File: config.mk
export PLATFORM = sky130hd
export DESIGN_NAME = sparse_polynomial_add_merge
export DESIGN_NICKNAME = d
export VERILOG_FILES = /design/src/hw/rtl/spam_pkg.sv /design/src/hw/rtl/sparse_polynomial_add_merge.sv /design/src/hw/rtl/spam_term_mem.sv /design/src/hw/rtl/spam_merge_ctrl.sv
export SDC_FILE = /design/constraint.sdc
export NUM_CORES = 2
export LEC_CHECK = 0
export BUFFER_PORTS_ARGS = -buffer_cell sky130_fd_sc_hd__buf_2
export CORE_UTILIZATION = 55
export CTS_CLUSTER_DIAMETER = 200
export DETAILED_ROUTE_END_ITERATION = 7
export PLACE_DENSITY = 0.71
export SETUP_SLACK_MARGIN = 0.1
export SLEW_MARGIN = 25
export SYNTH_ARGS = -nofsm -noshare
export SYNTH_HDL_FRONTEND = slang
export SYNTH_SLANG_ARGS = --single-unit
File: constraint.sdc
create_clock -name clock -period 5 [get_ports clock]
set_input_delay 0.5 -clock clock [delete_from_list [all_inputs] [get_ports clock]]
set_output_delay 0.5 -clock clock [all_outputs]
set_load 0.05 [all_outputs]
File: src/hw/rtl/spam_pkg.sv
// Package for the sparse polynomial adder: codes, term and result types.
// No dependencies.
`timescale 1ns / 1ps
`default_nettype none

package spam_pkg;

   localparam int MAX_TERMS_DEF = 32;

   typedef enum logic [1:0] {
      REQ_LOAD_A = 2'd0,
      REQ_LOAD_B = 2'd1,
      REQ_START  = 2'd2
   } req_code_type;

   typedef enum logic {
      ST_IDLE,
      ST_RUN
   } state_type;

   // one stored term: power in the upper half, raw coefficient below
   typedef struct packed {
      logic        [15:0] power;
      logic signed [15:0] coeff;
   } term_type;

   typedef struct packed {
      logic signed [16:0] sum_coeff;
      logic        [15:0] term_power;
      logic               term_valid;
      logic               last;
      logic               overflow;
   } rsp_data_type;

endpackage

`default_nettype wire

File: src/hw/rtl/sparse_polynomial_add_merge.sv
// Top level of the sparse polynomial adder: two term memories and the merge control.
// Depends on spam_pkg, spam_term_mem and spam_merge_ctrl.
//
//   channel   handshake             beat
//   req_      start & !busy         req_type, req_coeff, req_power
//   rsp_      rsp_strobe            sum_coeff, term_power, term_valid, last, overflow
//
// A load beat does not raise busy; the next beat may follow at once.
// A start beat yields one result term per cycle (A + B minus matched powers), set by the
// single registered read per list memory each cycle; busy is high for that pass.
// With both lists empty a start yields one invalid result and busy never rises.
// Each result appears the cycle after it is formed. The receiver cannot stall.
// Reset is synchronous: counts, overflow flag and state clear; memories need no sweep.
`timescale 1ns / 1ps
`default_nettype none

module sparse_polynomial_add_merge
   import spam_pkg::*;
#(
   parameter int MAX_TERMS = MAX_TERMS_DEF
) (
   input  wire logic               clock,
   input  wire logic               reset,
   input  wire logic               start,
   output logic                    busy,
   input  wire logic [1:0]         req_type,
   input  wire logic signed [15:0] req_coeff,
   input  wire logic [15:0]        req_power,
   output logic                    rsp_strobe,
   output logic signed [16:0]      rsp_sum_coeff,
   output logic [15:0]             rsp_term_power,
   output logic                    rsp_term_valid,
   output logic                    rsp_last,
   output logic                    rsp_overflow
);

   localparam int AW = (MAX_TERMS > 1) ? $clog2(MAX_TERMS) : 1;
   localparam int CW = $clog2(MAX_TERMS + 1);

   logic         wr_a, wr_b;
   logic [AW-1:0] wr_addr, rd_addr_a, rd_addr_b;
   term_type     wr_data, head_a, head_b;
   rsp_data_type rsp_data;

   // list A store
   spam_term_mem #(
      .DEPTH (MAX_TERMS),
      .AW    (AW)
   ) u_mem_a (
      .clock   (clock),
      .wr_en   (wr_a),
      .wr_addr (wr_addr),
      .wr_data (wr_data),
      .rd_addr (rd_addr_a),
      .rd_data (head_a)
   );

   // list B store
   spam_term_mem #(
      .DEPTH (MAX_TERMS),
      .AW    (AW)
   ) u_mem_b (
      .clock   (clock),
      .wr_en   (wr_b),
      .wr_addr (wr_addr),
      .wr_data (wr_data),
      .rd_addr (rd_addr_b),
      .rd_data (head_b)
   );

   // heads are read at the next index each cycle, so the merge never waits on memory
   spam_merge_ctrl #(
      .MAX_TERMS (MAX_TERMS),
      .AW        (AW),
      .CW        (CW)
   ) u_ctrl (
      .clock      (clock),
      .reset      (reset),
      .start      (start),
      .req_type   (req_type),
      .req_coeff  (req_coeff),
      .req_power  (req_power),
      .head_a     (head_a),
      .head_b     (head_b),
      .busy       (busy),
      .wr_a       (wr_a),
      .wr_b       (wr_b),
      .wr_addr    (wr_addr),
      .wr_data    (wr_data),
      .rd_addr_a  (rd_addr_a),
      .rd_addr_b  (rd_addr_b),
      .rsp_strobe (rsp_strobe),
      .rsp_data   (rsp_data)
   );

   assign rsp_sum_coeff  = rsp_data.sum_coeff;
   assign rsp_term_power = rsp_data.term_power;
   assign rsp_term_valid = rsp_data.term_valid;
   assign rsp_last       = rsp_data.last;
   assign rsp_overflow   = rsp_data.overflow;

endmodule

`default_nettype wire

File: src/hw/rtl/spam_term_mem.sv
// Term store for one list: single write port, one registered read port.
// Depends on spam_pkg.
`timescale 1ns / 1ps
`default_nettype none

module spam_term_mem
   import spam_pkg::*;
#(
   parameter int DEPTH = MAX_TERMS_DEF,
   parameter int AW    = (DEPTH > 1) ? $clog2(DEPTH) : 1
) (
   input  wire logic          clock,
   input  wire logic          wr_en,
   input  wire logic [AW-1:0] wr_addr,
   input  wire term_type      wr_data,
   input  wire logic [AW-1:0] rd_addr,
   output term_type           rd_data
);

   term_type term_mem [DEPTH];
   term_type rd_data_ff;

   always_ff @(posedge clock) begin
      if (wr_en) begin
         term_mem[wr_addr] <= wr_data;
      end
      rd_data_ff <= term_mem[rd_addr];
   end

   assign rd_data = rd_data_ff;

endmodule

`default_nettype wire

File: src/hw/rtl/spam_merge_ctrl.sv
// Load and merge control: list counts, head indexes, compare/add, result register.
// Depends on spam_pkg; drives the two spam_term_mem instances.
`timescale 1ns / 1ps
`default_nettype none

module spam_merge_ctrl
   import spam_pkg::*;
#(
   parameter int MAX_TERMS = MAX_TERMS_DEF,
   parameter int AW        = (MAX_TERMS > 1) ? $clog2(MAX_TERMS) : 1,
   parameter int CW        = $clog2(MAX_TERMS + 1)
) (
   input  wire logic          clock,
   input  wire logic          reset,
   input  wire logic          start,
   input  wire logic [1:0]    req_type,
   input  wire logic [15:0]   req_coeff,
   input  wire logic [15:0]   req_power,
   input  wire term_type      head_a,
   input  wire term_type      head_b,
   output logic               busy,
   output logic               wr_a,
   output logic               wr_b,
   output logic [AW-1:0]      wr_addr,
   output term_type           wr_data,
   output logic [AW-1:0]      rd_addr_a,
   output logic [AW-1:0]      rd_addr_b,
   output logic               rsp_strobe,
   output rsp_data_type       rsp_data
);

   localparam logic [CW-1:0] FULL = CW'(MAX_TERMS);

   state_type     state_ff, state_in;
   logic [CW-1:0] count_a_ff, count_a_in;
   logic [CW-1:0] count_b_ff, count_b_in;
   logic [CW-1:0] ia_ff, ia_in;
   logic [CW-1:0] ib_ff, ib_in;
   logic          ovf_ff, ovf_in;
   logic          strobe_ff, strobe_in;
   rsp_data_type  data_ff, data_in;

   logic               accept;
   logic               is_load_a, is_load_b, is_start;
   logic               lists_empty;
   logic               a_ok, b_ok, take_a, take_b, done;
   logic signed [16:0] ca_ext, cb_ext;
   logic [CW-1:0]      ia_nx, ib_nx;

   // decode and merge datapath
   always_comb begin
      accept    = start && (state_ff == ST_IDLE);
      is_load_a = 1'b0;
      is_load_b = 1'b0;
      is_start  = 1'b0;
      case (req_type)
         REQ_LOAD_A: is_load_a = accept;
         REQ_LOAD_B: is_load_b = accept;
         REQ_START:  is_start  = accept;
         default:    ;
      endcase
      lists_empty = (count_a_ff == '0) && (count_b_ff == '0);

      a_ok   = ia_ff < count_a_ff;
      b_ok   = ib_ff < count_b_ff;
      take_a = a_ok && (!b_ok || (head_a.power >= head_b.power));
      take_b = b_ok && (!a_ok || (head_b.power >= head_a.power));
      ca_ext = take_a ? 17'(head_a.coeff) : '0;
      cb_ext = take_b ? 17'(head_b.coeff) : '0;
      ia_nx  = ia_ff + CW'(take_a);
      ib_nx  = ib_ff + CW'(take_b);
      done   = (ia_nx >= count_a_ff) && (ib_nx >= count_b_ff);
   end

   // next state
   always_comb begin
      state_in = state_ff;
      case (state_ff)
         ST_IDLE: begin
            if (is_start && !lists_empty) begin
               state_in = ST_RUN;
            end
         end
         ST_RUN: begin
            if (done) begin
               state_in = ST_IDLE;
            end
         end
         default: state_in = ST_IDLE;
      endcase
   end

   // outputs and datapath next values
   always_comb begin
      busy       = (state_ff == ST_RUN);
      wr_a       = is_load_a && (count_a_ff < FULL);
      wr_b       = is_load_b && (count_b_ff < FULL);
      wr_addr    = is_load_b ? count_b_ff[AW-1:0] : count_a_ff[AW-1:0];
      wr_data    = '{power: req_power, coeff: req_coeff};
      count_a_in = count_a_ff + CW'(wr_a);
      count_b_in = count_b_ff + CW'(wr_b);
      ovf_in     = ovf_ff || (is_load_a && !wr_a) || (is_load_b && !wr_b);
      ia_in      = '0;
      ib_in      = '0;
      rd_addr_a  = '0;
      rd_addr_b  = '0;
      strobe_in  = 1'b0;
      data_in    = '{sum_coeff: '0, term_power: '0, term_valid: 1'b0,
                     last: 1'b1, overflow: ovf_ff};
      case (state_ff)
         ST_IDLE: begin
            // both lists empty: a single invalid result, no merge pass
            if (is_start && lists_empty) begin
               strobe_in = 1'b1;
               ovf_in    = 1'b0;
            end
         end
         ST_RUN: begin
            ia_in     = ia_nx;
            ib_in     = ib_nx;
            rd_addr_a = ia_nx[AW-1:0];
            rd_addr_b = ib_nx[AW-1:0];
            strobe_in = 1'b1;
            data_in   = '{sum_coeff: ca_ext + cb_ext,
                          term_power: take_a ? head_a.power : head_b.power,
                          term_valid: 1'b1, last: done, overflow: ovf_ff};
            if (done) begin
               count_a_in = '0;
               count_b_in = '0;
               ovf_in     = 1'b0;
            end
         end
         default: ;
      endcase
   end

   always_ff @(posedge clock) begin
      if (reset) begin
         state_ff   <= ST_IDLE;
         count_a_ff <= '0;
         count_b_ff <= '0;
         ia_ff      <= '0;
         ib_ff      <= '0;
         ovf_ff     <= 1'b0;
         strobe_ff  <= 1'b0;
      end else begin
         state_ff   <= state_in;
         count_a_ff <= count_a_in;
         count_b_ff <= count_b_in;
         ia_ff      <= ia_in;
         ib_ff      <= ib_in;
         ovf_ff     <= ovf_in;
         strobe_ff  <= strobe_in;
      end
   end

   always_ff @(posedge clock) begin
      data_ff <= data_in;
   end

   assign rsp_strobe = strobe_ff;
   assign rsp_data   = data_ff;

endmodule

`default_nettype wire

After elaboration in Yosys (flattened, before gate mapping)
Memory sizes are Yosys's and may differ from the RTL's. A register that Yosys moved wholly into a read port is not among the register bits.
Index checks and enable logic that the tools add are counted.
Cells by class
  bitwise operators: 1
  $lt $le $gt $ge: 8
  equality and inequality tests: 2
  add/sub/neg operators: 5
  reduce and logical (&&, ||, !) cells: 24
  mux-type cells: 26
Operator list (number)
  two-way mux 17 bit: 2
  >= comparator 16 bit: 2
  adder 6 x 1 -> 6 bit: 4
  two-way mux 6 bit: 4
  adder 17 bit: 1
  two-way mux 16 bit: 1
  two-way mux 5 bit: 3
  >= comparator 6 bit: 2
  zero test 6 bit: 2
  < comparator 6 bit: 2
  < comparator 6 bit (second input constant): 2
  two-way mux 1 bit: 12
  logical AND 1 bit: 11
  case mux 1 bit (2 select lines): 3
  zero test 1 bit: 5
  logical OR 1 bit: 4
  two-way mux 3 bit: 1
  equality test 2 x 1 -> 1 bit (second input constant): 1
  equality test 2 bit (second input constant): 1
  zero test 2 bit: 1
  OR reduction 2 bit: 1
  NOT 1 bit: 1
Storage, ports and cells
  flip-flop bits (word level): 63
  bits of input ports: 37
  memories: 2
  memory bits (writable): 2048
  output and inout port bits: 38
Memory list
  u_mem_a.term_mem: depth 32, bits a word 32, read ports 1, clocked after Yosys merged registers in 1, wr ports 1, RTL line spam_term_mem.sv:20  | term_type term_mem [DEPTH];
  u_mem_b.term_mem: depth 32, bits a word 32, read ports 1, clocked after Yosys merged registers in 1, wr ports 1, RTL line spam_term_mem.sv:20

Longest topological paths before layout
  word-level depth: 10
  gate-level depth with buffers: 21
  mapped depth without buffers: 17

By module
Synthesis repeated with hierarchy kept, for this count alone.
Second synthesis, totals
  cells, all modules: 5066
  area total of the unflattened synthesis: 85426.9 µm²
By module, submodules not included
  spam_term_mem: area each 40485.1 µm², cells an instance 2260, times used 2, seq. area each 31390.1 µm²
  spam_merge_ctrl: area each 4456.8 µm², cells an instance 546, times used 1, seq. area each 1261.2 µm²

Least setup slack after synthesis
No wires, ideal clock.
  kind: reg-to-reg
  start point: register, netlist name u_mem_a.rd_data[30]
  end point: register u_ctrl.count_a_ff[2]
  library setup time: 0.128 ns
  data arrival time: 4.238 ns
  path slack: 0.634 ns
  stages on the path, launching flop included: 21
  cell sequence: dfxtp_1 > inv_1 > ha_1 > nand4_1 > or2_0 > or3_1 > nor2b_1 > a21oi_2 > buf_2 > ha_1 > ha_1 > xnor2_4 > inv_2 > buf_2 > buf_2 > ha_1 > a21oi_1 > o21a_1 > o31ai_1 > clkbuf_1 > nor2_1
On the way
  word-level cells in the longest chain between the ends: 8
RTL lines
  >= comparator 16 bit: RTL line spam_merge_ctrl.sv:66  | take_a = a_ok && (!b_ok || (head_a.power >= head_b.power));
  logical OR 1 bit: RTL line spam_merge_ctrl.sv:66
  logical AND 1 bit: RTL line spam_merge_ctrl.sv:66
  adder 6 x 1 -> 6 bit: RTL line spam_merge_ctrl.sv:70  | ia_nx = ia_ff + CW'(take_a);
  net u_ctrl.ia_nx[2]: RTL line spam_merge_ctrl.sv:48  | logic [CW-1:0] ia_nx, ib_nx;
  >= comparator 6 bit: RTL line spam_merge_ctrl.sv:72  | done = (ia_nx >= count_a_ff) && (ib_nx >= count_b_ff);
  logical AND 1 bit: RTL line spam_merge_ctrl.sv:72
  two-way mux 6 bit: RTL line spam_merge_ctrl.sv:127  | if (done) begin
  two-way mux 6 bit: RTL line spam_merge_ctrl.sv:110  | case (state_ff)
  end signal, assigned: RTL line spam_merge_ctrl.sv:148  | count_a_ff <= count_a_in;
  end, declared: RTL line spam_merge_ctrl.sv:35  | logic [CW-1:0] count_a_ff, count_a_in;
The timed path passes the listed nets, and every way through them passes these cells.
A chain may end at the register's enable or synchronous reset.

Worst setup path after layout
  start point: register, netlist name u_mem_a.rd_data[31]
  end point: register, netlist name u_mem_a.rd_data[16]
On the way
  word-level cells in the longest chain between the ends: 5
RTL lines (RTL line)
  >= comparator 16 bit: spam_merge_ctrl.sv:66
  logical OR 1 bit: spam_merge_ctrl.sv:66
  logical AND 1 bit: spam_merge_ctrl.sv:66
  adder 6 x 1 -> 6 bit: spam_merge_ctrl.sv:70
  two-way mux 5 bit: spam_merge_ctrl.sv:110
Every way passes these cells.

==> metrics <==
synthesized area=roughly 84000 µm²; crit share post-route=0.9518; critical path type=reg2reg; Multi-input gate area=~19000 µm²; Via density=approximately 6.7; clock sink count=between 2k and 2.5k; hpwl dp=between 100000 and 150000 µm; final period demand of the worst path=4.759 ns; Area growth syn-to-layout=14.38%; antenna violations before repair=8; Setup-failing EPs final=0; CTS root buf=clkbuf_16; I/O pin count=between 70 and 80; Max Root-Sink Buffers=3; final WL=around 240000 µm; CTS Buf Count=~200; DR vias=~53k; Placed Area=88860 µm²; Yosys reg bits=between 2k and 2.5k; busiest layer in global routing=met2; Final Hold Slack=0.05482 ns; setup TNS=0 ns; Worst Clk Skew=0.02662 ns; largest family of logic cells by synthesized area=compound AO/OA/AOI/OAI gates; First DRT Iteration DRCs=~8.9k; Hold Violations, Final=0; Synth Area in XOR/XNOR=0.002694; Avg Cell Area, Syn=15.24 µm²; GR Util met3=0.07799; Synth Area in Compound Gates=0.1022; CP endpoint kind=flop; mux share of post-synthesis cell area=0.02568; Fill cells=around 10k; fin worst setup slack=approximately 0.24 ns; ys async rst share=0; Power Dens Cells=approximately 380 nW/µm²; status=finished, final reports clean; # DRC=0; Net Count, Synth=~5.6k; Clock transition at path regs=around 0.06 ns; number of enable flip-flop cells after synthesis=2048; Synth Area in Simple Gates=0.07679; Leak=about 0.031 µW; iteration count of the initial detailed-routing pass=6; Die Y=between 300 and 400 µm; width of the die=392.9 µm; share of layout cells above drive strength 1=0.1487; PortBufs=74; max cap viols=0; design area=96150 µm²; startpoint types=flop; met1 global-route usage=0.4475; Post-Synthesis Cells=5516; wire length per cell=~31 µm; GRT overflow=0; pre-CTS setup slack=-0.2603 ns; M2 GR Usage=0.4496; first-pass GRT wire length=~340000 µm; Routed Antenna Nets=0; largest net degree at the start of global routing=123; Core Util, Final=0.6329; vias in the first global route=around 50k; RePlAce Congestion=0.8494; max-slew violation count=0; Worst slew margin=0.2964; Register Area=about 64000 µm²; Initial Util=0.5534; Synth Area in Adders=0.009467; Netlist cell types=around 70; final net count=between 5k and 6k; clk_lat worst skew=about 0.85 ns; Max VDD drop=0.0004358 V; core box area=about 150000 µm²; Worst Path Arrival=approximately 5.5 ns; Main synth FF type=edfxtp_1; Worst EP required=5.71 ns; overall global routing resource usage=0.3079; Peak Freq=0.2101 GHz; Hold Path Class=in2reg; TritonCTS clock tree=built; Die ar.=154400 µm²; CP Max Fanout=20; H-tree Lvls=4; worst slew pin tran=around 1.1 ns; RSZ-0062 raised after global routing=no; register area share after synthesis=0.7619; synth warn=0; Site Rows=~140
[cell type report]
type / count / share of cell area
multi-input combinational: 2908 / 0.1977
timing repair buffer: 372 / 0.03843
antenna: 6 / 0.0001562
clock inverter: 102 / 0.01024
tap: 2030 / 0.02642
inverter: 40 / 0.001718
sequential: 2175 / 0.6662
clock buffer: 282 / 0.05920
[registers in the layout, summed over array words and instances, names as in the netlist]
signal / count
u_ctrl.busy: 1
u_ctrl.count_a_ff: 6
u_ctrl.count_b_ff: 6
u_ctrl.ia_ff: 6
u_ctrl.ib_ff: 6
u_ctrl.ovf_ff: 1
u_ctrl.rsp_data: 36
u_ctrl.rsp_strobe: 1
u_mem_a.rd_data: 32
u_mem_a.term_mem: 1024
u_mem_b.rd_data: 32
u_mem_b.term_mem: 1024
[logic make-up (layout without fill, tap and decap cells)]
group,count (synthesis),in the layout
xor+xnor,22,22
other cells,0,6
mux,159,159
flops,2175,2175
simple gates,1465,1466
fa+ha+maj,63,63
compound gates,1198,1198
buf+inv,434,796
[cells in the final DEF (no fill, tap or decap), drive strengths merged, types with 5 or more instances in the layout]
cell type and n:
o22ai 163, nand4 6, a221oi 34, xnor2 18, or2 5, mux4 42
nand2b 12, o211ai 98, and2 40, o221ai 355, nand3 296, a21oi 126
mux2i 84, o211a 31, edfxtp 2048, ha 62, o21ai 131, bufinv 14
diode 6, inv 47, clkinvlp 12, o21a 5, a31oi 155, and3 126
buf 364, clkinv 69, o32ai 29, clkbuf 289, a211oi 34, dfxtp 127
mux2 33, a21o 15, nor2 152, nor2b 8, nand2 794, nor3 10
[stage by stage]
stage | total power [µW] | instances
after detailed placement | 21120 | 7496
after CTS | 36190 | 7881
after global placement | 21100 | 7496
final | 36160 | 7915
after floorplan | 20650 | 5516
after global routing | 36950 | 7911
[synthesized netlist by cell type (all sizes together) (33+ instances only)]
| master | instances | area [µm²] |
|---|---|---|
| edfxtp | 2048 | 61500 |
| nand2 | 793 | 2979 |
| o221ai | 355 | 3109 |
| nand3 | 296 | 1481 |
| clkbuf | 251 | 942.2 |
| o22ai | 163 | 1020 |
| a31oi | 155 | 969.7 |
| nor2 | 152 | 583.1 |
| buf | 143 | 700.7 |
| o21ai | 131 | 655.6 |
| dfxtp | 127 | 2542 |
| a21oi | 126 | 634.4 |
| and3 | 126 | 788.3 |
| o211ai | 98 | 735.7 |
| mux2i | 84 | 840.8 |
| ha | 62 | 775.7 |
| mux4 | 42 | 945.9 |
| and2 | 40 | 250.2 |
| inv | 40 | 150.1 |
| a211oi | 34 | 255.2 |
| a221oi | 34 | 304.0 |
| mux2 | 33 | 371.6 |
[path summary, 6_finish.rpt]
| check | startpoint | endpoint | slack (ns) | depth (start not counted) |
|---|---|---|---|---|
| setup / recovery | u_mem_a.rd_data[31]$_DFF_P_ | u_mem_a.rd_data[16]$_DFF_P_ | 0.24 | 20 |
| hold / removal | req_type[1] | u_ctrl.busy$_SDFF_PP0_ | 0.05 | 4 |
| setup reg to reg | u_mem_a.rd_data[31]$_DFF_P_ | u_mem_a.rd_data[16]$_DFF_P_ | 0.24 | 20 |
| hold reg to reg | u_ctrl.ovf_ff$_SDFF_PP0_ | u_ctrl.rsp_data[0]$_DFF_P_ | 0.38 | 0 |
[timing repair]
action / CTS / global route
hold buffers: 1 / 0
setup buffers: 1 / 19
endpoints found under the setup margin: 14 / 73
resized for setup: 7 / 38
gates cloned: 0 / 8
pin swaps: 3 / 12
hold endpoints to repair: 8 / 0
[critical path, stage by stage (launching register included)]
cell,delay [ns]
dfxtp_2,0.37
inv_1,0.06
ha_1,0.37
nand4_1,0.13
buf_4,0.15
buf_4,0.12
nor2_1,0.05
a221oi_2,0.26
buf_4,0.16
nand3_1,0.28
a21oi_4,0.32
ha_4,0.17
ha_1,0.27
xnor2_4,0.19
nor2_4,0.19
buf_12,0.24
buf_12,0.21
mux2i_1,0.22
o211ai_1,0.11
o211a_1,0.34
a221oi_4,0.37
[power by group]
part / internal (µW) / total (µW) / switching [µW]
clock network: 8700 / 15400 / 6700
registers: 19900 / 20000 / 27.8
logic: 197 / 793 / 597
total: 28800 / 36200 / 7330
[per-layer routing]
| layer | part of all wire | routed length [µm] |
|---|---|---|
| met1 | 0.38 | 92590 |
| met4 | 0.036 | 8777 |
| met5 | 0.000099 | 24 |
| met3 | 0.14 | 32970 |
| met2 | 0.45 | 107700 |
(Power assumes the default switching activity.)
